## config.mk

```make
export PLATFORM = sky130hd
export DESIGN_NAME = fsc_cell
export DESIGN_NICKNAME = d
export VERILOG_FILES = /design/src/hdl/fsc_pkg.sv /design/src/hdl/fsc_cell.sv
export SDC_FILE = /design/constraint.sdc
export NUM_CORES = 2
export LEC_CHECK = 0
export BUFFER_PORTS_ARGS = -buffer_cell sky130_fd_sc_hd__clkbuf_2
export CAP_MARGIN = 20
export CORE_ASPECT_RATIO = 0.8
export CORE_MARGIN = 2
export CORE_UTILIZATION = 40
export DETAILED_ROUTE_END_ITERATION = 8
export HOLD_SLACK_MARGIN = 0.06
export SLEW_MARGIN = 20
export SYNTH_ARGS = -nofsm -noshare
export SYNTH_HDL_FRONTEND = slang
export SYNTH_SLANG_ARGS = --single-unit
```

## constraint.sdc

```tcl
create_clock -name clock -period 10.1 [get_ports clock]
set_input_delay 0.505 -clock clock [delete_from_list [all_inputs] [get_ports clock]]
set_output_delay 0.505 -clock clock [all_outputs]
set_load 0.1 [all_outputs]
```

## src/hdl/fsc_pkg.sv

```systemverilog
// ----------------------------------------------------------------------------
// fsc_pkg: shared types and constants of the frustum sphere cull block
// Plane register packing, plane codes and the status that moves down the chain.
// ----------------------------------------------------------------------------
package fsc_pkg;

   localparam int NUM_PLANES = 6;
   localparam int NORM_W     = 12;  // normal component, signed Q1.10
   localparam int FRAC_BITS  = 10;
   localparam int OFFSET_LSB = 3 * NORM_W;
   localparam int IDX_W      = 3;
   localparam int RSP_W      = 8;   // inside_res + reject_plane, padded to a byte

   typedef logic [IDX_W-1:0] plane_idx_type;

   // Register indexes; the same code reports the rejecting plane.
   localparam plane_idx_type PLANE_TOP    = 3'd0;
   localparam plane_idx_type PLANE_BOTTOM = 3'd1;
   localparam plane_idx_type PLANE_LEFT   = 3'd2;
   localparam plane_idx_type PLANE_RIGHT  = 3'd3;
   localparam plane_idx_type PLANE_NEAR   = 3'd4;
   localparam plane_idx_type PLANE_FAR    = 3'd5;

   localparam plane_idx_type PLANE_ORDER [NUM_PLANES] = '{
      PLANE_TOP, PLANE_BOTTOM, PLANE_LEFT, PLANE_RIGHT, PLANE_NEAR, PLANE_FAR
   };

   // Verdict so far: rejected flag and first rejecting plane (zero while clear).
   typedef struct packed {
      logic          rej;
      plane_idx_type plane;
   } status_type;

endpackage

```

## src/hdl/fsc_cell.sv

```systemverilog
// ----------------------------------------------------------------------------
// fsc_cell: one plane test of the culling chain
// Holds one plane register; multiplies in the first stage, sums and compares
// in the second, and hands the sphere and its status to the next cell.
// ----------------------------------------------------------------------------
module fsc_cell #(
   parameter int                     COORD_WIDTH = 16,
   parameter logic [2:0]             PLANE_IDX   = 3'd0
) (
   input  logic                                     clock,
   input  logic                                     reset,
   input  logic                                     csr_valid,
   input  fsc_pkg::plane_idx_type                   csr_index,
   input  logic [3*fsc_pkg::NORM_W+COORD_WIDTH-1:0] csr_data,
   input  logic                                     up_valid,
   output logic                                     up_ready,
   input  logic [COORD_WIDTH-1:0]                   up_cx,
   input  logic [COORD_WIDTH-1:0]                   up_cy,
   input  logic [COORD_WIDTH-1:0]                   up_cz,
   input  logic [COORD_WIDTH-2:0]                   up_r,
   input  fsc_pkg::status_type                      up_status,
   output logic                                     dn_valid,
   input  logic                                     dn_ready,
   output logic [COORD_WIDTH-1:0]                   dn_cx,
   output logic [COORD_WIDTH-1:0]                   dn_cy,
   output logic [COORD_WIDTH-1:0]                   dn_cz,
   output logic [COORD_WIDTH-2:0]                   dn_r,
   output fsc_pkg::status_type                      dn_status
);
   import fsc_pkg::*;

   localparam int CW     = COORD_WIDTH;
   localparam int PLN_W  = OFFSET_LSB + CW;
   localparam int PROD_W = CW + NORM_W;
   localparam int SUM_W  = PROD_W + 2;
   localparam int DR_W   = CW + 1;

   logic [PLN_W-1:0] plane_ff;

   // stage A: products
   logic                     a_valid_ff;
   logic [CW-1:0]            a_cx_ff, a_cy_ff, a_cz_ff;
   logic [CW-2:0]            a_r_ff;
   status_type               a_status_ff;
   logic signed [PROD_W-1:0] a_px_ff, a_py_ff, a_pz_ff, a_px_in, a_py_in, a_pz_in;
   logic signed [DR_W-1:0]   a_dr_ff, a_dr_in;
   logic                     a_ready;

   // stage B: verdict
   logic                     b_valid_ff;
   logic [CW-1:0]            b_cx_ff, b_cy_ff, b_cz_ff;
   logic [CW-2:0]            b_r_ff;
   status_type               b_status_ff, b_status_in;

   logic signed [NORM_W-1:0] nx, ny, nz;
   logic signed [CW-1:0]     off_d;
   logic signed [SUM_W-1:0]  dot_sum, bound;

   assign nx    = plane_ff[NORM_W-1:0];
   assign ny    = plane_ff[2*NORM_W-1:NORM_W];
   assign nz    = plane_ff[3*NORM_W-1:2*NORM_W];
   assign off_d = plane_ff[PLN_W-1:OFFSET_LSB];

   assign a_ready  = !b_valid_ff || dn_ready;
   assign up_ready = !a_valid_ff || a_ready;

   always_comb begin
      a_px_in = nx * $signed(up_cx);
      a_py_in = ny * $signed(up_cy);
      a_pz_in = nz * $signed(up_cz);
      // d - r, later scaled to the Q.10 grid of the dot product
      a_dr_in = $signed({off_d[CW-1], off_d}) - $signed({2'b00, up_r});
   end

   always_comb begin
      dot_sum = SUM_W'(a_px_ff) + SUM_W'(a_py_ff) + SUM_W'(a_pz_ff);
      bound   = {{(SUM_W-DR_W-FRAC_BITS){a_dr_ff[DR_W-1]}}, a_dr_ff, {FRAC_BITS{1'b0}}};
      b_status_in = a_status_ff;
      if (!a_status_ff.rej && (dot_sum < bound)) begin
         b_status_in.rej   = 1'b1;
         b_status_in.plane = PLANE_IDX;
      end
   end

   always_ff @(posedge clock) begin
      if (reset) begin
         plane_ff   <= '0;
         a_valid_ff <= 1'b0;
         b_valid_ff <= 1'b0;
      end else begin
         if (csr_valid && (csr_index == PLANE_IDX)) begin
            plane_ff <= csr_data;
         end
         if (up_ready) begin
            a_valid_ff <= up_valid;
         end
         if (a_ready) begin
            b_valid_ff <= a_valid_ff;
         end
      end
   end

   always_ff @(posedge clock) begin
      if (up_valid && up_ready) begin
         a_cx_ff     <= up_cx;
         a_cy_ff     <= up_cy;
         a_cz_ff     <= up_cz;
         a_r_ff      <= up_r;
         a_status_ff <= up_status;
         a_px_ff     <= a_px_in;
         a_py_ff     <= a_py_in;
         a_pz_ff     <= a_pz_in;
         a_dr_ff     <= a_dr_in;
      end
      if (a_valid_ff && a_ready) begin
         b_cx_ff     <= a_cx_ff;
         b_cy_ff     <= a_cy_ff;
         b_cz_ff     <= a_cz_ff;
         b_r_ff      <= a_r_ff;
         b_status_ff <= b_status_in;
      end
   end

   assign dn_valid  = b_valid_ff;
   assign dn_cx     = b_cx_ff;
   assign dn_cy     = b_cy_ff;
   assign dn_cz     = b_cz_ff;
   assign dn_r      = b_r_ff;
   assign dn_status = b_status_ff;

   a_clear_plane_zero: assert property (@(posedge clock) disable iff (reset)
      b_valid_ff && !b_status_ff.rej |-> b_status_ff.plane == '0)
      else $error("clear verdict carries a plane code");

   a_reject_upstream: assert property (@(posedge clock) disable iff (reset)
      b_valid_ff && b_status_ff.rej |-> b_status_ff.plane <= PLANE_IDX)
      else $error("rejecting plane lies beyond this cell");

   a_stall_full: assert property (@(posedge clock) disable iff (reset)
      !up_ready |-> a_valid_ff && b_valid_ff)
      else $error("cell stalls with an empty stage");

endmodule

```

==> qor_table.md <==
| Quantity | Reported | Unit |
|---|---|---|
| Number of H-tree branching levels | 2 | - |
| Transition at the pin with the smallest max-transition slack | 1.04 | ns |
| Share of power burned in the clock network | 34.4 | % |
| Vertical die dimension | 259 | um |
| Type of the worst setup path | register to register | - |
| Global placer's final weighted congestion | 0.832 | - |
| Worst Setup End Kind | register | - |
| Share of total power consumed by net switching | 34.1 | % |
| Util after Layout | 44.3 | % |
| Kind of start point of the critical path | register | - |
| Number of antenna violations at the first check in global routing | 2 | - |
| Effective utilization at floorplan | 40.4 | % |
| Horizontal die dimension | 322 | um |
| Final setup violation count | 0 | - |
| Sequential cell fraction of total power | 37.3 | % |
| Global-route wire length before repair | 120 | mm |
| Total net switching power | 0.00131 | W |
| Synth-to-Final Area Change | 9.83 | % |
| Clock tree buffer depth | 3 | - |
| Average footprint of a synthesized cell | 10.1 | um2 |
| CTS clock-pin slew for the worst setup and hold paths | 0.07 | ns |
| Cell row count | 93 | - |
| Clock root buffer master | sky130_fd_sc_hd__clkbuf_16 | - |
| Hold Fails Final Rpt | 0 | - |
| Via count of the first global-routing pass | 22190 | - |
| Top achievable clock speed | 0.164 | GHz |
| Total of flip-flops plus latches after synthesis | 289 | - |
| Count of input and output buffers | 195 | - |
| Post-synth top area share | 34.7 | % |
| Number of standard cells after synthesis | 3199 | - |
| Clock tree from TritonCTS | yes | - |
| Commonest non-fill, non-tap cell in the layout | sky130_fd_sc_hd__inv_1 | - |
| Later-pin clock latency in the skew report | 0.59 | ns |
| Yosys top cell by area | sky130_fd_sc_hd__fa_1 | - |
| PD cells | 108 | nW/um2 |
| Worst voltage drop across the vdd grid | 0.000109 | V |
| Int Pwr | 0.00254 | W |
| Launch instance of the worst min-delay path | up_status[0] | - |
| Synth Flop Type | sky130_fd_sc_hd__edfxtp_1 | - |
| Core area | 80400 | um2 |
| Worst setup path start | plane_ff[0] | - |
| Hold-fix buffers at CTS | 0 | - |
| Post-DRT Antenna Nets | 0 | - |
| Hold WC Path Type | input pin to register | - |
| Number of distinct library cell variants in the gate-level netlist after synthesis | 69 | - |
| Total CTS buffers | 37 | - |
| Length in cells of the worst reg-to-reg path | 20 | - |
| Launching point of the worst reg2reg path | plane_ff[0] | - |
| CTS-repair resized insts | 0 | - |
| Number of clock sinks | 289 | - |
| EDFF count, synth | 235 | - |
| Total chip power | 0.00386 | W |
| Sequential fraction of the synthesis area | 25.1 | % |
| Detailed-route DRC error count | 0 | - |
| Count of synthesis-stage warnings from yosys | 0 | - |
| Layout filler cell count | 7707 | - |
| Largest net degree at the start of global routing | 68 | - |
| Top-Level Pins | 196 | - |
| Post-CTS setup buffer count | 0 | - |
| Max-cap viol count | 0 | - |
| Via-per-instance ratio | 4.81 | - |
| Length of the first detailed-routing pass in iterations | 5 | - |
| Worst path arrival time | 6.40 | ns |
| Global router's overall resource usage | 18.3 | % |
| Unrepaired setup endpoints after global routing | false | - |
| Run status | finished, final reports clean | - |
| Share of cells above drive strength 1 | 8.38 | % |
| Wire length per cell | 16.5 | um |
| Net count after synthesis | 4127 | - |
| Post-detail-place hpwl | 57.7 | mm |
| Largest fanout on the critical path | 17 | - |
| Relative slew slack | 30.5 | % |
| Remaining global-route overflow | 0 | - |
| Max Clock Skew | 0.0244 | ns |
| Cell area after synthesis | 32400 | um2 |
| Final clock period utilization by the worst path | 60.3 | % |
| Number of nets at the end of the flow | 4252 | - |
| Hold Path Depth | 1 | - |
| Required arrival time at the worst endpoint | 10.41 | ns |
| Final period demand of the worst path | 6.09 | ns |
| Commonest cells after routing, fill and taps aside | sky130_fd_sc_hd__inv_1 (690), sky130_fd_sc_hd__fa_1 (562), sky130_fd_sc_hd__nand2_1 (493) | - |
| TNS Setup | 0 | ns |
| Largest cells by area after synthesis | sky130_fd_sc_hd__fa_1 (35%), sky130_fd_sc_hd__edfxtp_1 (22%), sky130_fd_sc_hd__ha_1 (9.2%) | - |
| Leakage power of the design | 17.3 | nW |
| Violation count after the first detailed-routing iteration | 1268 | - |
| Die area | 83400 | um2 |
| Number of vias after detailed routing | 21401 | - |
| Routed wire length | 73.2 | mm |
| Pins Over Slew Limit | 0 | - |
| Part of the total power dissipated in combinational logic | 28.3 | % |
| Post-synthesis async set-or-reset flop share | 0 | % |
==> cell usage after synthesis, types with 4 or more instances <==
library cell	count
sky130_fd_sc_hd__a21o_1	37
sky130_fd_sc_hd__o31a_1	4
sky130_fd_sc_hd__fa_1	562
sky130_fd_sc_hd__nand2_1	493
sky130_fd_sc_hd__xor2_1	22
sky130_fd_sc_hd__inv_1	690
sky130_fd_sc_hd__nor3_1	12
sky130_fd_sc_hd__and3_1	12
sky130_fd_sc_hd__o21bai_1	5
sky130_fd_sc_hd__or3_1	4
sky130_fd_sc_hd__nor2b_1	18
sky130_fd_sc_hd__a21oi_1	137
sky130_fd_sc_hd__nand4_1	9
sky130_fd_sc_hd__dfxtp_1	54
sky130_fd_sc_hd__o21ai_0	39
sky130_fd_sc_hd__a21boi_0	4
sky130_fd_sc_hd__a31oi_1	8
sky130_fd_sc_hd__clkbuf_1	117
sky130_fd_sc_hd__a221o_1	4
sky130_fd_sc_hd__nand3_1	16
sky130_fd_sc_hd__a211oi_1	11
sky130_fd_sc_hd__xnor2_1	84
sky130_fd_sc_hd__ha_1	239
sky130_fd_sc_hd__o21a_1	27
sky130_fd_sc_hd__and2_1	189
sky130_fd_sc_hd__a211o_1	4
sky130_fd_sc_hd__edfxtp_1	235
sky130_fd_sc_hd__nand2b_1	19
sky130_fd_sc_hd__nor2_1	86
==> cells by family (layout without fill, tap and decap cells) <==
family,count (synthesis),in the layout,synth area share [%]
simple gates,875,875,12.4
buf+inv,807,961,9.34
fa+ha+maj,801,801,43.9
compound gates,319,319,6.39
flops,289,289,25.1
xor+xnor,106,106,2.86
mux,2,2,0.0617
other cells,0,1,0
==> critical path, stage by stage (launching register included) <==
cell,delay (ns)
sky130_fd_sc_hd__dfxtp_1,0.75
sky130_fd_sc_hd__nand2_1,0.27
sky130_fd_sc_hd__fa_1,0.59
sky130_fd_sc_hd__inv_1,0.05
sky130_fd_sc_hd__ha_1,0.48
sky130_fd_sc_hd__inv_1,0.14
sky130_fd_sc_hd__fa_1,0.49
sky130_fd_sc_hd__inv_1,0.05
sky130_fd_sc_hd__fa_1,0.52
sky130_fd_sc_hd__inv_1,0.05
sky130_fd_sc_hd__fa_1,0.47
sky130_fd_sc_hd__inv_1,0.04
sky130_fd_sc_hd__ha_1,0.35
sky130_fd_sc_hd__a21oi_1,0.30
sky130_fd_sc_hd__o21ai_0,0.18
sky130_fd_sc_hd__a221o_1,0.31
sky130_fd_sc_hd__a21oi_1,0.19
sky130_fd_sc_hd__o21ai_2,0.13
sky130_fd_sc_hd__a31oi_4,0.21
sky130_fd_sc_hd__mux2i_1,0.20
sky130_fd_sc_hd__a211oi_1,0.06
==> state kept, by name (all words and copies together), names as in the netlist, 16 cells and up <==
signal / count
dn_cz: 16
a_cz_ff: 16
dn_cy: 16
a_py_ff: 28
a_dr_ff: 17
dn_cx: 16
a_pz_ff: 28
a_cx_ff: 16
a_px_ff: 28
plane_ff: 52
a_cy_ff: 16
==> power groups by stage <==
stage          Sequential, W  Combinational (W)  Clock [W]
6_report             0.00144            0.00109    0.00133
5_1_grt              0.00145            0.00124    0.00142
4_1_cts              0.00144            0.00110    0.00138
3_5_place_dp         0.00146            0.00109          0
3_3_place_gp         0.00146            0.00108          0
2_1_floorplan        0.00153           0.000733          0
==> worst paths after layout <==
kind	endpoint	slack (ns)
setup / recovery	a_px_ff[27]	4.01
setup reg to reg	a_px_ff[27]	4.01
hold / removal	a_status_ff[0]	0.10
hold reg to reg	dn_cy[11]	0.41
==> final cells by class <==
class / count / area [um2] / share of cell area, %
diodes: 1 / 2.50 / 0.00702
clock buffers: 45 / 1010 / 2.83
clock inverters: 23 / 200 / 0.562
inverters: 690 / 2590 / 7.27
multi-input cells: 2103 / 21300 / 59.8
flip-flops and latches: 289 / 8140 / 22.8
well taps: 1092 / 1370 / 3.83
repair buffers: 203 / 1040 / 2.91
==> through the flow <==
| stage | area, um2 | worst slack [ns] | std cells | hold slack, ns |
|---|---|---|---|---|
| after floorplan | 32400 | 3.99 | 3199 | 0.400 |
| after global placement | 34400 | 4.13 | 4377 | 0.401 |
| after detailed placement | 34400 | 4.07 | 4377 | 0.405 |
| after CTS | 35600 | 4.04 | 4445 | 0.0622 |
| after global routing | 35600 | 3.53 | 4445 | 0.0782 |
| final | 35600 | 4.01 | 4446 | 0.104 |
==> per-layer routing <==
| layer | vias up | part of all wire (%) | global-route usage, % |
|---|---|---|---|
| met5 | - | 0 | 0 |
| met4 | 0 | 1.9 | 4.06 |
| met3 | 70 | 5.4 | 2.95 |
| met2 | 457 | 45 | 28.5 |
| met1 | 10775 | 48 | 27.0 |
| li1 | 10099 | - | - |
Power figures use the tool's default switching activity.
